## config.mk

```make
export PLATFORM = sky130hd
export DESIGN_NAME = prc_scale
export DESIGN_NICKNAME = d
export VERILOG_FILES = /design/src/hw/rtl/prc_pkg.sv /design/src/hw/rtl/prc_scale.sv
export SDC_FILE = /design/constraint.sdc
export NUM_CORES = 1
export LEC_CHECK = 0
export BUFFER_PORTS_ARGS = -buffer_cell sky130_fd_sc_hd__clkbuf_2
export CAP_MARGIN = 0
export CORE_ASPECT_RATIO = 0.7
export CORE_UTILIZATION = 65
export CTS_BUF_LIST = sky130_fd_sc_hd__clkbuf_16
export CTS_CLUSTER_SIZE = 20
export DETAILED_ROUTE_END_ITERATION = 16
export GPL_ROUTABILITY_DRIVEN = 0
export PLACE_DENSITY = 0.95
export SYNTH_ARGS = -nofsm -noshare
export SYNTH_HDL_FRONTEND = slang
export SYNTH_SLANG_ARGS = --single-unit
export TNS_END_PERCENT = 1
```

## constraint.sdc

```tcl
create_clock -name clk -period 13.55 [get_ports clk]
set_clock_uncertainty 0.05 [all_clocks]
set_input_delay 0.6775 -clock clk [delete_from_list [all_inputs] [get_ports clk]]
set_output_delay 0.6775 -clock clk [all_outputs]
set_load 0.01 [all_outputs]
```

## src/hw/rtl/prc_pkg.sv

```systemverilog
`timescale 1ns / 1ps

package prc_pkg;

	// Default geometry of the palette and the shading rules.
	localparam int PALETTE_ENTRIES   = 256;
	localparam int HOUSE_RANGE_FIRST = 80;
	localparam int FADE_STEPS        = 16;
	localparam int HOUSE_SHADES      = 16;

	// Data widths.
	localparam int CHAN_W   = 8;
	localparam int RGB_W    = 3 * CHAN_W;
	localparam int DIST_W   = 18;
	localparam int SHADOW_W = 9;
	localparam int FACTOR_W = 9;

	// Request kinds.
	localparam logic REQ_WRITE = 1'b0;
	localparam logic REQ_QUERY = 1'b1;

	// Remap modes.
	localparam logic [2:0] MODE_DIRECT = 3'd0;
	localparam logic [2:0] MODE_HOUSE  = 3'd1;
	localparam logic [2:0] MODE_SHADOW = 3'd2;
	localparam logic [2:0] MODE_FADE   = 3'd3;
	localparam logic [2:0] MODE_GHOST  = 3'd4;

	// Shading constants.
	localparam logic [CHAN_W-1:0]   CHAN_MAX      = 8'hFF;
	localparam logic [SHADOW_W-1:0] SHADOW_FULL   = 9'd256;
	localparam logic [SHADOW_W-1:0] SHADOW_RESET  = 9'd128;
	localparam logic [FACTOR_W-1:0] HOUSE_BIAS    = 9'd45;
	localparam logic [FACTOR_W-1:0] HOUSE_STEP    = 9'd7;

	// Division by a constant is a multiply by a rounded-up reciprocal and a shift.
	localparam int                 RECIP_SHIFT  = 24;
	localparam int                 RECIP_W      = 25;
	localparam logic [RECIP_W-1:0] HOUSE_RECIP  = 25'd111849;
	localparam logic [RECIP_W-1:0] SHADOW_RECIP = 25'd65536;

	// Which scaling rule the shared multiply unit applies.
	typedef enum logic [1:0] {
		SCALE_HOUSE  = 2'd0,
		SCALE_SHADOW = 2'd1,
		SCALE_FADE   = 2'd2
	} scale_kind_t;

	// Palette memory controls from the sequencer.
	typedef struct packed {
		logic wr_en;
		logic rd_en;
		logic scan;
	} mem_ctl_t;

	// Fixed house base colors as {red, green, blue}.
	function automatic logic [RGB_W-1:0] house_base(input logic [2:0] sel);
		logic [RGB_W-1:0] rgb;
		unique case (sel)
			3'd0:    rgb = {8'd255, 8'd255, 8'd0};
			3'd1:    rgb = {8'd0,   8'd160, 8'd255};
			3'd2:    rgb = {8'd255, 8'd0,   8'd0};
			3'd3:    rgb = {8'd0,   8'd200, 8'd0};
			3'd4:    rgb = {8'd255, 8'd128, 8'd0};
			3'd5:    rgb = {8'd128, 8'd128, 8'd128};
			3'd6:    rgb = {8'd0,   8'd0,   8'd255};
			default: rgb = {8'd140, 8'd80,  8'd40};
		endcase
		return rgb;
	endfunction

endpackage

```

## src/hw/rtl/prc_scale.sv

```systemverilog
`timescale 1ns / 1ps

// Shared two-stage scaling unit: result = operand * factor / divisor, where
// the divisor depends on the rule. The product and the result are registered.
module prc_scale #(
	parameter int FADE_STEPS = prc_pkg::FADE_STEPS
) (
	input  logic                            clk,
	input  logic [prc_pkg::CHAN_W-1:0]      operand,
	input  logic [prc_pkg::FACTOR_W-1:0]    factor,
	input  prc_pkg::scale_kind_t            kind,
	output logic [prc_pkg::CHAN_W-1:0]      result
);

	localparam int PROD_W    = prc_pkg::CHAN_W + prc_pkg::FACTOR_W;
	localparam int FULL_W    = PROD_W + prc_pkg::RECIP_W;
	localparam int FADE_TOP  = FADE_STEPS - 1;
	localparam logic [prc_pkg::RECIP_W-1:0] FADE_RECIP =
		prc_pkg::RECIP_W'(((1 << prc_pkg::RECIP_SHIFT) + FADE_TOP - 1) / FADE_TOP);

	logic [PROD_W-1:0]               prod_s1;
	prc_pkg::scale_kind_t            kind_s1;
	logic [prc_pkg::RECIP_W-1:0]     recip;
	logic [FULL_W-1:0]               full;
	logic [prc_pkg::CHAN_W-1:0]      result_s2;

	// First stage: channel times the shading factor.
	always_ff @(posedge clk) begin
		prod_s1 <= PROD_W'(operand) * PROD_W'(factor);
		kind_s1 <= kind;
	end

	// Second stage: divide by multiplying with the reciprocal of the divisor.
	always_comb begin
		case (kind_s1)
			prc_pkg::SCALE_HOUSE:  recip = prc_pkg::HOUSE_RECIP;
			prc_pkg::SCALE_SHADOW: recip = prc_pkg::SHADOW_RECIP;
			default:               recip = FADE_RECIP;
		endcase
		full = FULL_W'(prod_s1) * FULL_W'(recip);
	end

	always_ff @(posedge clk) begin
		result_s2 <= full[prc_pkg::RECIP_SHIFT +: prc_pkg::CHAN_W];
	end

	assign result = result_s2;

endmodule

```

### Word level (Yosys, flattened, before mapping)

Cells that the tools add are included.

| word-level totals | value |
|---|---|
| word-level logic and storage cells | 8 |
| register bits | 27 |
| input bits | 20 |

| cells by class | value |
|---|---|
| reduce and logical (&&, ||, !) cells | 1 |
| multiply operators | 2 |
| multiplexer cells | 1 |
| eq/ne operators | 1 |

Operators with widths:

| operator | number |
|---|---|
| $pmux 21 s2 | 1 |
| $mul 17x25->32 | 1 |
| $mul 8x9->17 | 1 |
| $eq 2x1->1 const B | 1 |
| $logic_not 2->1 | 1 |

### Longest topological paths before layout

Gate-level depths: netlist (run 1).

| depth | value |
|---|---|
| depth after elaboration | 3 |
| gate-level depth with buffers | 23 |

### Worst setup path after synthesis (run 1)

OpenSTA, ideal clock, no wires.

| path | value |
|---|---|
| path kind | reg2reg |
| start | register kind_s1[1] |
| end | register result_s2, in the netlist result[6] |
| cell stages (with the launch flop) | 20 |
| data arrival time | 5.647 ns |
| setup slack | 7.760 ns |
| required time | 13.407 ns |
| cells stage by stage | dfxtp_1 -> nor2_1 -> clkbuf_1 -> nand2_1 -> inv_1 -> fa_1 -> fa_1 -> fa_1 -> fa_1 -> fa_1 -> inv_1 -> fa_1 -> inv_1 -> ha_1 -> a21o_1 -> a21oi_4 -> or4b_4 -> o211ai_2 -> nand2_1 -> o311ai_2 |

| on the way | value |
|---|---|
| cells in the longest elaborated chain, start to end | 3 |
| elaborated cells on any way between the ends | 4 |
| classes of those cells | 1 x mul; 1 x eq/ne; 1 x mux; 1 x reduce/logical |

Ends and longest elaborated chain:

| element | line | text |
|---|---|---|
| start, declared | prc_scale.sv:22 | `prc_pkg::scale_kind_t kind_s1;` |
| start signal, assigned | prc_scale.sv:30 | `kind_s1 <= kind;` |
| $eq 2x1->1 or $logic_not 2->1 (tied branches) | prc_scale.sv:35 | `case (kind_s1)` |
| $pmux 21 s2 (*) | prc_scale.sv:35 |  |
| $mul 17x25->32 (*) | prc_scale.sv:40 | `full = FULL_W'(prod_s1) * FULL_W'(recip);` |
| named net full[30] | prc_scale.sv:24 | `logic [FULL_W-1:0] full;` |
| end signal, assigned | prc_scale.sv:44 | `result_s2 <= full[prc_pkg::RECIP_SHIFT +: prc_pkg::CHAN_W];` |
| end, declared | prc_scale.sv:25 | `logic [prc_pkg::CHAN_W-1:0] result_s2;` |

Mark *: on every way through the listed nets, which the timed path passes. The rest lies on a longest branch.

### Worst setup path in the final report (run 1)

Same ends and word-level chain as after synthesis.

==> metrics.txt, run 1 <==
Ports 28; Port Buf Inserts 27; Yosys cell types 59; register-to-register setup slack 6610 ps; pin count of the biggest net entering global routing 22; Worst-Margin Slew 755.0 ps; CTS tree built; number of diodes 0; CTS resizes 0; Hold Violations, Final 0; CP arrival 7060 ps; Post-CTS Hold Fix Bufs 0; CP Max Fanout 21; DR iter-0 viols 662; Final HPWL DP 20380 um; Clock transition at path regs 70 ps; Hold Path Origin kind[0]; GRT Util Overall 0.3196; period utilisation layout 0.5120; htree depth 1; Syn-to-layout area delta 4.038%; vias in the first global route 7819; initial core utilization 0.6671; Commonest cells post-synth inv_1, fa_1, ha_1, nand2_1, and2_1; WP data required 13680 ps; Hold WC Path Type in -> reg; Syn Inst Count 1048; most common cell in the netlist inv_1; Yosys Warn Count 0; TritonRoute pass-1 iters 6; fin crit period 6938 ps; initial antenna violation count 0; Core ar. 14770 um2; Final setup viols 0; Post-synth ARST share 0; Synth area leaders fa_1, ha_1, inv_1, dfxtp_1, and2_1; share of layout cells above drive strength 1 0.04967; synthesized area per cell 9.401 um2; Hold EP kind_s1[0]$_DFF_P_; Crit Path Class reg -> reg; Die ar. 15660 um2; RSZ-0062 raised after global routing no; Rel. slew slack 0.4914; Clock Latency Late Sink 270 ps; DRC viols 0; final slew viol count 0; Post-CTS Setup Repair Bufs 0; Num CTS Buffers 3; R2R depth 21; antenna-violating nets left 0; fraction of the yosys area taken by sequential cells 0.05486; FF+latch count, synth 27; Post-synth EDFFs 0; worst r2r src kind_s1[1]$_DFF_P_; run status finished, final reports clean; dominant cell type by area after synthesis fa_1; chip height 105.0 um; Cell Area, Synth 9852 um2; die width 149.2 um; Final nets 1453; vias 7079; Max Clock Freq 144.1 MHz; WL per Instance 18.04 um; TNS Setup 0 ps; gr ovfl total 0; crit start category register; worst hold path cell count 1; Site Rows 37; Vias/cell 5.609; ys flop type dfxtp_1; Max Buffers Root-to-Sink 2; first-pass GRT wire length 38360 um; Yosys top cell area share 0.3881; CTS Sinks 27; CP endpoint kind register; Root Driver clkbuf_16; R2R Path End result[6]$_DFF_P_; WL final 22760 um; Max-Cap Viols 0
==> layout make-up <==
type / count / area [um2]
sequential: 27 / 540.5
clock buffer: 3 / 75.07
fill: 1011 / 4518
clock inverter: 1 / 5.005
timing repair buffer: 28 / 142.6
multi-input combinational: 699 / 8083
tap: 195 / 244.0
inverter: 309 / 1160
==> state kept, by name, summed over array words and instances, names as in the netlist <==
register / flops
kind_s1: 2
prod_s1: 17
result: 8
==> per-layer routing <==
metal | up-vias | track usage | share of wire
met2 | 372 | 0.5249 | 0.47
li1 | 3209 | - | -
met4 | 0 | 0.08601 | 0.028
met1 | 3423 | 0.4129 | 0.39
met3 | 75 | 0.09039 | 0.11
met5 | - | 0 | 0
==> critical path: stages (launching register included) <==
cell and delay (ps):
dfxtp_1 660, nor2_1 250, buf_4 250, and2_1 200, xor2_1 170, and2_1 190
ha_1 200, or2_2 310, fa_1 530, fa_1 450, fa_1 500, fa_1 490
inv_1 50, fa_1 480, inv_1 40, ha_1 300, nand2_1 70, o21ai_0 270
or4b_4 640, o211ai_2 270, nand2_1 180, o311ai_2 240
==> stage by stage <==
| stage | utilization | instances | hold slack (ps) | setup WS [ps] | area, um2 |
|---|---|---|---|---|---|
| 2_1_floorplan | - | 1055 | 655.2 | 7760 | 9878 |
| 3_3_place_gp | 0.6886 | 1258 | 731.2 | 6989 | 10170 |
| 3_5_place_dp | 0.6886 | 1258 | 731.9 | 6762 | 10170 |
| 4_1_cts | 0.6941 | 1262 | 457.2 | 6739 | 10250 |
| 5_1_grt | 0.6941 | 1262 | 450.9 | 6408 | 10250 |
| 6_report | 0.6941 | 1262 | 457.6 | 6612 | 10250 |
==> layout by cell type (no fill, tap or decap), types with 4 or more instances in the layout <==
cell type,instances
nand4_1,5
or2_2,5
nand2_1,74
nor3_1,4
xor2_1,7
a211oi_1,5
and3_1,9
nand3_1,7
conb_1,9
nand2b_1,5
o21ai_0,9
dfxtp_1,27
and2_1,72
nor2_1,12
a21o_1,16
clkbuf_2,27
o21a_1,6
fa_1,191
xnor2_1,16
a21oi_1,26
inv_1,308
ha_1,174
==> cells by family after synthesis <==
logic type | share of synthesized area
AO/OA/AOI/OAI | 0.05944
XOR/XNOR | 0.02934
adder cells (fa/ha/maj) | 0.6091
buffers and inverters | 0.1274
flip-flops | 0.05486
multiplexers | 0.002159
other | 0.0007623
AND/OR/NAND/NOR | 0.1170
==> worst max-delay path by stage <==
stage / slack, ps / from / endpoint / cells past startpoint
2_1_floorplan: 7760 / kind_s1[1]$_DFF_P_ / result[6]$_DFF_P_ / 19
3_3_place_gp: 6990 / kind_s1[1]$_DFF_P_ / result[6]$_DFF_P_ / 21
3_5_place_dp: 6760 / kind_s1[1]$_DFF_P_ / result[6]$_DFF_P_ / 21
4_1_cts: 6740 / kind_s1[1]$_DFF_P_ / result[6]$_DFF_P_ / 21
5_1_grt: 6410 / kind_s1[1]$_DFF_P_ / result[6]$_DFF_P_ / 21
6_report: 6610 / kind_s1[1]$_DFF_P_ / result[6]$_DFF_P_ / 21
Power of run 1 is left out: the tool's default activity adds up to more than one toggle a clock period on the data nets, which glitch-free logic cannot reach.
==> run 2: changes to the inputs <==
==> constraint.sdc (replaced) <==
create_clock -name clk -period 7.2 [get_ports clk]
set_clock_uncertainty 0.05 [all_clocks]
set_input_delay 0.36 -clock clk [delete_from_list [all_inputs] [get_ports clk]]
set_output_delay 0.36 -clock clk [all_outputs]
set_load 0.01 [all_outputs]
==> metrics.txt, run 2 (same netlist as run 1, synthesis figures left out) <==
run status finished, final reports clean; Final nets 1454 (+0.069%); initial core utilization 0.6671 (unchanged); Clock Latency Late Sink 270 ps (about the same); # fillers 1015 (+0.40%); Reg area 540.5 um2 (unchanged); RSZ-0062 raised after global routing no; Max Clock Freq 145.5 MHz (+0.95%); most common cell after layout, fill and taps aside inv_1; Max Buffers Root-to-Sink 2 (unchanged); antenna-violating nets left 0 (unchanged); WL final 23120 um (+1.6%); share of layout cells above drive strength 1 0.04963 (about the same); DR iter-0 viols 604 (-8.8%); Hold Violations, Final 0 (unchanged); cell depth of the worst setup path 20 (-4.8%); Slowest cell on crit path dfxtp_1; R2R Path End result[6]$_DFF_P_; Vias/cell 5.659 (+0.88%); TNS Setup 0 ps (unchanged); Post-CTS Setup Repair Bufs 0 (unchanged); Final setup viols 0 (unchanged); Die ar. 15660 um2 (unchanged); Hold WC Path Type in -> reg; R2R depth 20 (-4.8%); Reg with most FFs prod_s1; final slew viol count 0 (unchanged); period utilisation layout 0.9545 (+0.4425); Root Driver clkbuf_16; Critical path buffers and inverters 2 (-1); vias in the first global route 7725 (-1.2%); pin count of the biggest net entering global routing 22 (unchanged); CTS Sinks 27 (unchanged); area of the multi-input gates 8083 um2 (unchanged); setup slack after placement 486.4 ps (-6275 ps); chip height 105.0 um (unchanged); register-to-register setup slack 330 ps (-6280 ps); CTS resizes 0 (unchanged); Worst path most repeated cell fa_1; most frequent cells in the layout inv_1, fa_1, ha_1; first-pass GRT wire length 39120 um (+2.0%); worst r2r src kind_s1[1]$_DFF_P_; number of diodes 0 (unchanged); CP arrival 7000 ps (-60 ps); Ports 28 (unchanged); crit start category register; Setup crit end result[6]$_DFF_P_; WL per Instance 18.31 um (+1.5%); Post-CTS Hold Fix Bufs 0 (unchanged); Largest register FFs 17 (unchanged); WP data required 7330 ps (-6350 ps); htree depth 1 (unchanged); Final HPWL DP 20620 um (+1.2%); Crit Path Class reg -> reg; CP peak stage delay 730 ps (+70 ps); Clock transition at path regs 70 ps (about the same); fin crit period 6873 ps (-65.39 ps); Num CTS Buffers 3 (unchanged); Critical Path Start kind_s1[1]$_DFF_P_; initial antenna violation count 0 (unchanged); final setup margin 327.4 ps (-6285 ps); Port Buf Inserts 27 (unchanged); Rel. slew slack 0.5369 (+0.04551); Max-Cap Viols 0 (unchanged); CTS tree built; critical path's top delay family adder cells; DRC viols 0 (unchanged); GRT Util Overall 0.3273 (+0.007621); TritonRoute pass-1 iters 8 (+2); CP Max Fanout 21 (unchanged); CP endpoint kind register; die width 149.2 um (unchanged); Core ar. 14770 um2 (unchanged); Site Rows 37 (unchanged); gr ovfl total 0 (unchanged); Syn-to-layout area delta 4.102% (about the same); CP Cell Sequence nor2_1 -> and2_1 -> xor2_1 -> and2_1 -> ha_1 -> or2_2 -> fa_1 -> fa_1 -> fa_1 -> fa_1 -> inv_1 -> fa_1 -> inv_1 -> ha_1 -> nand2_1 -> o21ai_0 -> or4b_4 -> o211ai_2 -> nand2_1 -> o311ai_2; vias 7147 (+0.96%); Worst-Margin Slew 687.4 ps (-67.55 ps); Hold Path Origin kind[0]
-- run 2: cell count changes in the layout (fill, tap and decap cells not counted) --
cell	change
clkinv_2	-1
inv_1	+1
buf_4	+1
-- run 2: worst min path at each step --
stage                              end  slack (ps)  cells after the start
global placement    kind_s1[0]$_DFF_P_         410                      1
global route        kind_s1[0]$_DFF_P_         130                      1
detailed placement  kind_s1[0]$_DFF_P_         410                      1
finish              kind_s1[0]$_DFF_P_         140                      1
floorplan           kind_s1[0]$_DFF_P_         340                      0
CTS                 kind_s1[0]$_DFF_P_         140                      1
-- run 2: cell type report --
| class | count | share of cell area |
|---|---|---|
| flip-flops and latches | 27 | 0.05270 |
| repair buffers | 29 | 0.01464 |
| well taps | 195 | 0.02379 |
| inverters | 309 | 0.1131 |
| clock inverters | 1 | 0.0003660 |
| clock buffers | 3 | 0.007320 |
| multi-input cells | 699 | 0.7881 |
-- run 2: per-layer routing --
metal  global-route usage  vias to the layer above  routed length (um)
met5                    0                        -                   0
met4              0.08892                        0                 602
met3              0.07118                       63                2341
met2               0.5209                      407               10630
met1               0.4515                     3469                9549
li1                     -                     3208                   -
-- run 2: metrics by stage --
step	instance area (um2)	hold slack, ps	instances	util
floorplan	9878	337.7	1055	-
global placement	10180	414.6	1259	0.6891
detailed placement	10180	414.4	1259	0.6891
CTS	10260	142.3	1263	0.6945
global route	10260	132.1	1263	0.6945
finish	10260	140.3	1263	0.6945
Power of run 2 is left out for the same reason.
